<file path="src/design/sgpr_pkg.sv">
package sgpr_pkg;

  // Glyph geometry and character range of the font ROM.
  localparam int GLYPH_COLS    = 5;
  localparam int GLYPH_ROWS    = 7;
  localparam int MAX_SCALE     = 7;
  localparam int EXP_W         = GLYPH_ROWS * MAX_SCALE;
  localparam int GLYPH_W       = GLYPH_COLS * 8;
  localparam logic [7:0] FIRST_CODE    = 8'd32;
  localparam logic [7:0] LAST_CODE     = 8'd90;
  localparam logic [7:0] FALLBACK_CODE = 8'h3F;
  localparam logic [7:0] LOWER_FIRST   = 8'd97;
  localparam logic [7:0] LOWER_LAST    = 8'd122;
  localparam logic [7:0] CASE_OFFSET   = 8'd32;

  // Page numbers cover every row a glyph can reach from the input range.
  localparam int PAGE_W = 5;

  // Command queue between front and back.
  localparam int QUEUE_DEPTH = 2;

  // Input transaction layout.
  localparam int IN_TDATA_W  = 40;
  localparam int IN_TUSER_W  = 2;
  localparam int OUT_TDATA_W = 8;
  localparam int X_LSB       = 0;
  localparam int Y_LSB       = 9;
  localparam int CODE_LSB    = 17;
  localparam int SCALE_LSB   = 25;
  localparam int ADDR_LSB    = 28;

  typedef enum logic [1:0] {
    OP_CLEAR = 2'd0,
    OP_DRAW  = 2'd1,
    OP_READ  = 2'd2,
    OP_NONE  = 2'd3
  } op_t;

  // What the back end has to do for one command.
  typedef enum logic [1:0] {
    K_NOP   = 2'd0,
    K_CLEAR = 2'd1,
    K_DRAW  = 2'd2,
    K_READ  = 2'd3
  } kind_t;

  typedef enum logic [2:0] {
    ST_INIT,
    ST_IDLE,
    ST_CLEAR,
    ST_DRAW,
    ST_READ,
    ST_RDATA,
    ST_DONE
  } back_state_t;

  typedef struct packed {
    kind_t               kind;
    logic [8:0]          x;
    logic [7:0]          y;
    logic [GLYPH_W-1:0]  glyph;
    logic [2:0]          scale;
    logic [PAGE_W-1:0]   p_first;
    logic [PAGE_W-1:0]   p_last;
    logic [9:0]          rd_addr;
  } cmd_t;

  // Font ROM for codes 32..90: column c sits in bits [c*8 +: 8], bit 0 at the top.
  function automatic logic [GLYPH_W-1:0] glyph_rom(input logic [5:0] idx);
    logic [GLYPH_W-1:0] g;
    case (idx)
      6'd0:  g = 40'h0000000000;
      6'd1:  g = 40'h00005F0000;
      6'd2:  g = 40'h0007000700;
      6'd3:  g = 40'h147F147F14;
      6'd4:  g = 40'h122A7F2A24;
      6'd5:  g = 40'h6264081323;
      6'd6:  g = 40'h5022554936;
      6'd7:  g = 40'h0000030500;
      6'd8:  g = 40'h0041221C00;
      6'd9:  g = 40'h001C224100;
      6'd10: g = 40'h082A1C2A08;
      6'd11: g = 40'h08083E0808;
      6'd12: g = 40'h0000305000;
      6'd13: g = 40'h0808080808;
      6'd14: g = 40'h0000606000;
      6'd15: g = 40'h0204081020;
      6'd16: g = 40'h3E4549513E;
      6'd17: g = 40'h00407F4200;
      6'd18: g = 40'h4649516142;
      6'd19: g = 40'h314B454121;
      6'd20: g = 40'h107F121418;
      6'd21: g = 40'h3945454527;
      6'd22: g = 40'h3049494A3C;
      6'd23: g = 40'h0305097101;
      6'd24: g = 40'h3649494936;
      6'd25: g = 40'h1E29494906;
      6'd26: g = 40'h0000363600;
      6'd27: g = 40'h0000365600;
      6'd28: g = 40'h4122140800;
      6'd29: g = 40'h1414141414;
      6'd30: g = 40'h0008142241;
      6'd31: g = 40'h0609510102;
      6'd32: g = 40'h3E41794932;
      6'd33: g = 40'h7E1111117E;
      6'd34: g = 40'h364949497F;
      6'd35: g = 40'h224141413E;
      6'd36: g = 40'h1C2241417F;
      6'd37: g = 40'h414949497F;
      6'd38: g = 40'h010109097F;
      6'd39: g = 40'h325141413E;
      6'd40: g = 40'h7F0808087F;
      6'd41: g = 40'h00417F4100;
      6'd42: g = 40'h013F414020;
      6'd43: g = 40'h412214087F;
      6'd44: g = 40'h404040407F;
      6'd45: g = 40'h7F0204027F;
      6'd46: g = 40'h7F1008047F;
      6'd47: g = 40'h3E4141413E;
      6'd48: g = 40'h060909097F;
      6'd49: g = 40'h5E2151413E;
      6'd50: g = 40'h462919097F;
      6'd51: g = 40'h3149494946;
      6'd52: g = 40'h01017F0101;
      6'd53: g = 40'h3F4040403F;
      6'd54: g = 40'h1F2040201F;
      6'd55: g = 40'h7F2018207F;
      6'd56: g = 40'h6314081463;
      6'd57: g = 40'h0304780403;
      6'd58: g = 40'h4345495161;
      default: g = '0;
    endcase
    return g;
  endfunction

  // Stretches one 7-row font column vertically: bit k is font row k / scale.
  function automatic logic [EXP_W-1:0] expand_col(input logic [6:0] col,
                                                  input logic [2:0] scale);
    logic [63:0]      colx;
    logic [EXP_W-1:0] e;
    colx = 64'(col);
    e    = '0;
    for (int k = 0; k < EXP_W; k++) begin
      case (scale)
        3'd1: e[k] = colx[k];
        3'd2: e[k] = colx[k / 2];
        3'd3: e[k] = colx[k / 3];
        3'd4: e[k] = colx[k / 4];
        3'd5: e[k] = colx[k / 5];
        3'd6: e[k] = colx[k / 6];
        3'd7: e[k] = colx[k / 7];
        default: e[k] = 1'b0;
      endcase
    end
    return e;
  endfunction

endpackage

</file>
<file path="src/design/sgpr_queue.sv">
module sgpr_queue (
  input  logic           clk,
  input  logic           rst_n,
  input  logic           push,
  input  sgpr_pkg::cmd_t push_cmd,
  input  logic           pop,
  output logic           full,
  output logic           empty,
  output sgpr_pkg::cmd_t head
);
  import sgpr_pkg::*;

  localparam int QW = $clog2(QUEUE_DEPTH);

  cmd_t          entry_r [QUEUE_DEPTH];
  logic [QW-1:0] wptr_r, wptr_nxt;
  logic [QW-1:0] rptr_r, rptr_nxt;
  logic [QW:0]   count_r, count_nxt;

  assign full  = (count_r == (QW + 1)'(QUEUE_DEPTH));
  assign empty = (count_r == '0);
  assign head  = entry_r[rptr_r];

  // Pointer and fill count update.
  always_comb begin
    wptr_nxt  = push ? wptr_r + QW'(1) : wptr_r;
    rptr_nxt  = pop ? rptr_r + QW'(1) : rptr_r;
    count_nxt = count_r;
    if (push && !pop) begin
      count_nxt = count_r + (QW + 1)'(1);
    end else if (pop && !push) begin
      count_nxt = count_r - (QW + 1)'(1);
    end
  end

  always_ff @(posedge clk) begin
    if (!rst_n) begin
      wptr_r  <= '0;
      rptr_r  <= '0;
      count_r <= '0;
    end else begin
      wptr_r  <= wptr_nxt;
      rptr_r  <= rptr_nxt;
      count_r <= count_nxt;
    end
  end

  // Entry storage.
  always_ff @(posedge clk) begin
    if (push) begin
      entry_r[wptr_r] <= push_cmd;
    end
  end

endmodule

</file>
<file path="config.mk">
export PLATFORM = sky130hd
export DESIGN_NAME = sgpr_queue
export DESIGN_NICKNAME = d
export VERILOG_FILES = /design/src/design/sgpr_pkg.sv /design/src/design/sgpr_queue.sv
export SDC_FILE = /design/constraint.sdc
export NUM_CORES = 1
export LEC_CHECK = 0
export BUFFER_PORTS_ARGS = -buffer_cell sky130_fd_sc_hd__buf_2
export CAP_MARGIN = 25
export CORE_UTILIZATION = 55
export DETAILED_ROUTE_END_ITERATION = 8
export GPL_ROUTABILITY_DRIVEN = 0
export GPL_TIMING_DRIVEN = 0
export PLACE_DENSITY = 0.83
export SYNTH_ARGS = -nofsm -noshare
export SYNTH_HDL_FRONTEND = slang
export SYNTH_SLANG_ARGS = --single-unit
</file>
<file path="constraint.sdc">
create_clock -name clk -period 9.65 [get_ports clk]
set_clock_uncertainty 0.15 [all_clocks]
set_input_delay 1.93 -clock clk [delete_from_list [all_inputs] [get_ports clk]]
set_output_delay 1.93 -clock clk [all_outputs]
set_load 0.005 [all_outputs]
</file>
==> results of run 1 <==
## per-layer routing
| metal | up-vias | share of wire (%) | wire (um) | track usage [%] |
|---|---|---|---|---|
| met5 | - | 0 | 0 | 0 |
| met4 | 0 | 1.8 | 185 | 8.90 |
| met3 | 14 | 6.8 | 708 | 6.17 |
| met2 | 101 | 53 | 5570 | 32.6 |
| met1 | 1544 | 38 | 4020 | 20.6 |
| li1 | 1490 | - | - | - |
## cell usage in the layout, fill, tap and decap left out, types with 3 or more instances in the layout
cell type,count
buf_16,4
buf_2,169
dfxtp_1,5
mux2_2,82
buf_6,8
clkbuf_16,16
edfxtp_1,164
and2_1,3
bufinv_16,5
clkinv_4,3
## synthesized netlist by cell type (all sizes together)
cell	number
and2b	1
ha	1
edfxtp	164
mux2	82
and2	4
xor2	2
buf	9
o21ai	1
nor2b	2
or3	1
inv	1
xnor2	1
o21a	1
a21boi	1
nor2	1
dfxtp	5
## flip-flops by register name, summed over array words and instances, names as in the netlist, named ones only
register  flops
entry_r     164
count_r       2
rptr_r        1
wptr_r        1
## power by group through the flow
| stage | Clock (uW) | Combinational [uW] | Sequential, uW |
|---|---|---|---|
| 3_5_place_dp | 0 | 162 | 873 |
| 5_1_grt | 758 | 174 | 860 |
| 2_1_floorplan | 0 | 83.4 | 873 |
| 3_3_place_gp | 0 | 150 | 876 |
| 6_report | 720 | 160 | 857 |
| 4_1_cts | 731 | 163 | 857 |
## worst reg2reg max path, delay by kind of cell (launching register included)
kind / cells / cell delay (ps)
simple gates: 1 / 610
buf+inv: 2 / 450
flops: 1 / 340
## metrics by stage
step | util (%) | instance area [um2]
floorplan | - | 6160
global placement | 66.0 | 7190
detailed placement | 67.1 | 7310
CTS | 73.0 | 7950
global route | 73.0 | 7950
finish | 73.0 | 7950
## worst min path at each step
stage                                    to  slack, ps  depth (start not counted)
global placement    count_r[1]$_SDFFE_PN0P_        340                          2
global route            rptr_r$_SDFFE_PN0P_        460                          2
finish              count_r[1]$_SDFFE_PN0P_        420                          2
detailed placement  count_r[1]$_SDFFE_PN0P_        380                          2
floorplan           count_r[1]$_SDFFE_PN0P_        320                          2
CTS                 count_r[1]$_SDFFE_PN0P_        430                          2
## final cells by class
type / count / area (um2) / share of cell area, %
clock buffer: 18 / 418 / 5.26
multi-input combinational: 98 / 1050 / 13.2
clock inverter: 14 / 221 / 2.79
sequential: 169 / 5020 / 63.2
timing repair buffer: 173 / 956 / 12.0
inverter: 1 / 3.75 / 0.0472
tap: 140 / 175 / 2.20
buffer: 9 / 97.6 / 1.23
## cells by family (layout without fill, tap and decap cells)
logic type,Yosys count,after routing,share of synthesized area [%]
DFF,169,169,81.5
muxes,82,82,15.0
buffers and inverters,10,215,1.64
and+or+nand+nor,9,9,0.913
AOI/OAI and AO/OA,3,3,0.325
xor gates and xnor gates,3,3,0.426
adders and majority gates,1,1,0.203
==> results.cfg, run 1 <==
[place]
port_buffers = 169
dp.cells = 590
dp_hpwl_mm = 7.08
place_ws_ps = 6020

[detailed_routing]
wl_mm = 10.5
drtIter0Drc = 125
dr.pass1.iters = 4
vias = 3149
drc = 0
antenna_left = 0
wl_per_cell_um = 16.8
viasPerCell = 5.06

[setup_path]
cp.buffers_inverters = 3
reg2reg_to = entry_r[0][15]$_DFFE_PP_
crit_fanout = 10
end_kind = primary output
r2r-start = wptr_r$_SDFFE_PN0P_
cp.required_ps = 7570
crit_type = flip-flop to primary output
cp_top_family = buffers and inverters
cp-endpoint = head[26]
critical_path_depth = 4
path_cells = buf_4 -> buf_6 -> mux2_2 -> buf_2
crit_path_start_kind = flip-flop
critical_path.slowest_cell = mux2_2
worstPathArrival_ps = 1730
cpPeakStageDelay_ps = 350
rr_worst_depth = 3
ff2ff_setup_slack_ps = 7800

[pwr]
p_seq_share_pct = 49.3
switchingPower_uw = 353
powerDensity_nw_per_um2 = 219
cellLeakagePower_uw = 0.00303
comb_power_share_pct = 9.2
p_total_uw = 1740
ir_drop_mv = 0.140
swShare_pct = 20.3
internal_power_uw = 1380
p_clk_share_pct = 41.5

[synth]
yosys.area.top_type_share_pct = 79.9
synthesis.area_um2 = 6160
syn_inst = 277
synth_area_leaders = edfxtp_1, mux2_2, dfxtp_1, buf_6, and2_1
syn_nets = 364
postSynthAreaPerCell_um2 = 22.3
yosysWarnings = 0
yosys.area.top_type = edfxtp_1
synth-seq-cells = 169
synth_cell_types = 17
synth-seq-area-share_pct = 81.5

[min_path]
hold_path_startpoint = count_r[1]$_SDFFE_PN0P_
hp-class = flip-flop to flip-flop

[clock_tree]
cts_made_buffers = 17
clkSlewWorstSetupHoldPaths_ps = 60
htreeDepth = 4
cts_max_path_buffers = 2
clock_sinks = 169
clock_latency_ps = 510
cts_resized = 0
tritoncts = yes
postCtsHoldBufs = 0
post_cts_buffers = 0
cts-root-buf = clkbuf_8

[sta]
grt_setup_unrepaired = false
setup_viol_count_final = 0
layout_setup_ws_ps = 5840
worst_pin_slew_ps = 759
maxSlewViolCount = 0
fin_crit_sh_pct = 39.4
fin_crit_ps = 3810
tns_ps = 0
slew_headroom_pct = 49.3
fmax_mhz = 263
whs_ps = 422
hold_viol_final = 0

[grt]
grt_usage_pct = 18.7
grt_pass1_vias = 3213
grt_max_degree = 60
antenna_found_initial = 1
grt_first_pass_wirelength_mm = 15.6
grt-ovfl-total = 0

[die]
io-pin-count = 170
coreArea_um2 = 10900
start_util_pct = 56.6
die_w_um = 108
die_area_um2 = 11600
die_y_um = 108
rows = 38

[finish]
synthToLayoutAreaGrowth_pct = 28.9
diodes = 0
stdcell_count = 622
drive_gt1_share_pct = 61.8
num-fill-cells = 691
fin_nets = 556

[run]
maxCapViolations = 0

[status]
outcome = finished, final reports clean
No activity file was read; power rests on OpenSTA's default activity.
==> inputs of run 2 (changes only) <==
--- a/config.mk
+++ b/config.mk
@@ -7,11 +7,11 @@
 export LEC_CHECK = 0
 export BUFFER_PORTS_ARGS = -buffer_cell sky130_fd_sc_hd__buf_2
 export CAP_MARGIN = 25
-export CORE_UTILIZATION = 55
+export CORE_UTILIZATION = 52
 export DETAILED_ROUTE_END_ITERATION = 8
 export GPL_ROUTABILITY_DRIVEN = 0
 export GPL_TIMING_DRIVEN = 0
-export PLACE_DENSITY = 0.83
+export PLACE_DENSITY = 0.79
 export SYNTH_ARGS = -nofsm -noshare
 export SYNTH_HDL_FRONTEND = slang
 export SYNTH_SLANG_ARGS = --single-unit
==> constraint.sdc (replaced) <==
create_clock -name clk -period 3.9 [get_ports clk]
set_clock_uncertainty 0.15 [all_clocks]
set_input_delay 0.78 -clock clk [delete_from_list [all_inputs] [get_ports clk]]
set_output_delay 0.78 -clock clk [all_outputs]
set_load 0.005 [all_outputs]
==> run 2 against run 1 <==
  * Sequential share of layout area rose by 0.39 points
  * Critical path type unchanged
  * Sequential power rose by 150%
  * Register-to-register slack got worse by 5600 ps
  * Critical endpoint is now head[12]
  * Non-clock buffer count did not move
  * Utilization fell by 4.1 points
  * Worst setup slack got worse by 4500 ps
  * Count of clock-buffer cells in the layout did not move
  * Power rose by 140%
  * Routed wire length fell by 0.43%
==> results.cfg, run 2 (synthesis gave the netlist of run 1 again) <==
[status]
outcome = finished, final reports clean

[sta]
grt_setup_unrepaired = false
worst_pin_slew_ps = 529
hold_viol_final = 0
layout_setup_ws_ps = 1350
slew_headroom_pct = 64.7
maxSlewViolCount = 0
whs_ps = 387
setup_viol_count_final = 0
fin_crit_sh_pct = 65.3
fin_crit_ps = 2550
fmax_mhz = 393

[detailed_routing]
viasPerCell = 5.03
wl_mm = 10.4
drtIter0Drc = 185
drt-met1-wl_mm = 4.17
vias = 3146
antenna_left = 0
dr.pass1.iters = 4
drc = 0
met3_length_um = 645
wl_per_cell_um = 16.7
detailroute.wirelength.met2_mm = 5.40
top_layer = met4

[setup_path]
end_kind = primary output
r2r-start = wptr_r$_SDFFE_PN0P_
crit_type = flip-flop to primary output
ff2ff_setup_slack_ps = 2170
reg2reg_to = entry_r[1][75]$_DFFE_PP_
cpPeakStageDelay_ps = 340
path_cells = buf_4 -> buf_6 -> mux2_2 -> buf_2
worstPathArrival_ps = 1620
cp.required_ps = 2970
crit_path_start_kind = flip-flop
crit_fanout = 10
rr_worst_depth = 2
critical_path.slowest_cell = mux2_2

[pwr]
internal_power_uw = 3370
swShare_pct = 20.1
p_clk_share_pct = 40.5
ir_drop_mv = 0.534
cellLeakagePower_uw = 0.00300
powerDensity_nw_per_um2 = 535
comb_power_share_pct = 9.3
switchingPower_uw = 849
p_seq_share_pct = 50.2

[clock_tree]
clock_sinks = 169
cts_resized = 0
cts_max_path_buffers = 2
clkSlewWorstSetupHoldPaths_ps = 60
clock_latency_ps = 420
cts-root-buf = clkbuf_16
postCtsHoldBufs = 0
tritoncts = yes
post_cts_buffers = 0
htreeDepth = 4
cts_made_buffers = 17

[min_path]
hold_path_startpoint = count_r[1]$_SDFFE_PN0P_
holdPathEnd = count_r[1]$_SDFFE_PN0P_
hold_path_depth = 2
hp-class = flip-flop to flip-flop

[finish]
synthToLayoutAreaGrowth_pct = 28.1
drive_gt1_share_pct = 61.8
largest_reg_flops = 164
stdcell_count = 625
top_regs = entry_r x164, count_r x2
regMostFlops = entry_r
fin_nets = 556
diodes = 0
utilization_pct = 68.9
num-fill-cells = 755
final_cell_mix = buf_2, edfxtp_1, mux2_2
final_common_cell = buf_2

[grt]
grt-ovfl-total = 0
grt_usage_pct = 17.7
grt_pass1_vias = 3312
grt_max_degree = 48
antenna_found_initial = 0
grt_first_pass_wirelength_mm = 16.1

[die]
rows = 39
coreArea_um2 = 11500
die_y_um = 111
io-pin-count = 170
die_area_um2 = 12300
start_util_pct = 53.8
die_w_um = 111

[run]
maxCapViolations = 0

[place]
dp_hpwl_mm = 6.92
port_buffers = 169
place_ws_ps = 1660
dp.cells = 593
run 2: cell count changes in the layout (fill, tap and decap cells not counted), sizes merged:
cell and change:
bufinv -1, inv -2, clkinv +1, clkinvlp +2
run 2: power groups by stage:
stage	clock [uW]	combinational, uW	sequential [uW]
2_1_floorplan	0	207	2160
3_3_place_gp	0	371	2160
3_5_place_dp	0	398	2160
4_1_cts	1740	400	2120
5_1_grt	1800	426	2130
6_report	1710	392	2120
run 2: critical path: cells and delay by family (launching register included):
| kind | cells | cell delay, ps |
|---|---|---|
| mux | 1 | 340 |
| buf+inv | 3 | 550 |
| flops | 1 | 300 |
run 2: layout make-up:
| cell class | count | area (um2) | area share, % |
|---|---|---|---|
| Sequential cell | 169 | 5020 | 63.6 |
| Multi-Input combinational cell | 98 | 1050 | 13.3 |
| Timing Repair Buffer | 173 | 933 | 11.8 |
| Clock buffer | 18 | 429 | 5.43 |
| Clock inverter | 14 | 180 | 2.28 |
| Tap cell | 143 | 179 | 2.27 |
| Buffer | 9 | 97.6 | 1.24 |
| Inverter | 1 | 3.75 | 0.0475 |
run 2: stage by stage:
stage          TNS (ps)  area [um2]  total power [uW]
2_1_floorplan         0        6170              2360
3_3_place_gp    -105340        7190              2530
3_5_place_dp          0        7290              2560
4_1_cts               0        7900              4260
5_1_grt               0        7900              4350
6_report              0        7900              4220
run 2: worst max path at each step:
stage | startpoint | end | slack, ps | depth (start not counted)
5_1_grt | flip-flop | head[15] | 1270 | 4
6_report | flip-flop | head[12] | 1350 | 4
4_1_cts | flip-flop | head[12] | 1300 | 4
3_5_place_dp | push | entry_r[1][39]$_DFFE_PP_ | 1660 | 3
3_3_place_gp | push | entry_r[0][63]$_DFFE_PP_ | -820 | 2
2_1_floorplan | push | entry_r[0][0]$_DFFE_PP_ | 370 | 1
run 2: metal layers:
| layer | up-vias | GRT usage [%] |
|---|---|---|
| li1 | 1477 | - |
| met2 | 115 | 30.1 |
| met1 | 1535 | 19.8 |
| met3 | 19 | 5.96 |
| met4 | 0 | 9.07 |
| met5 | - | 0 |
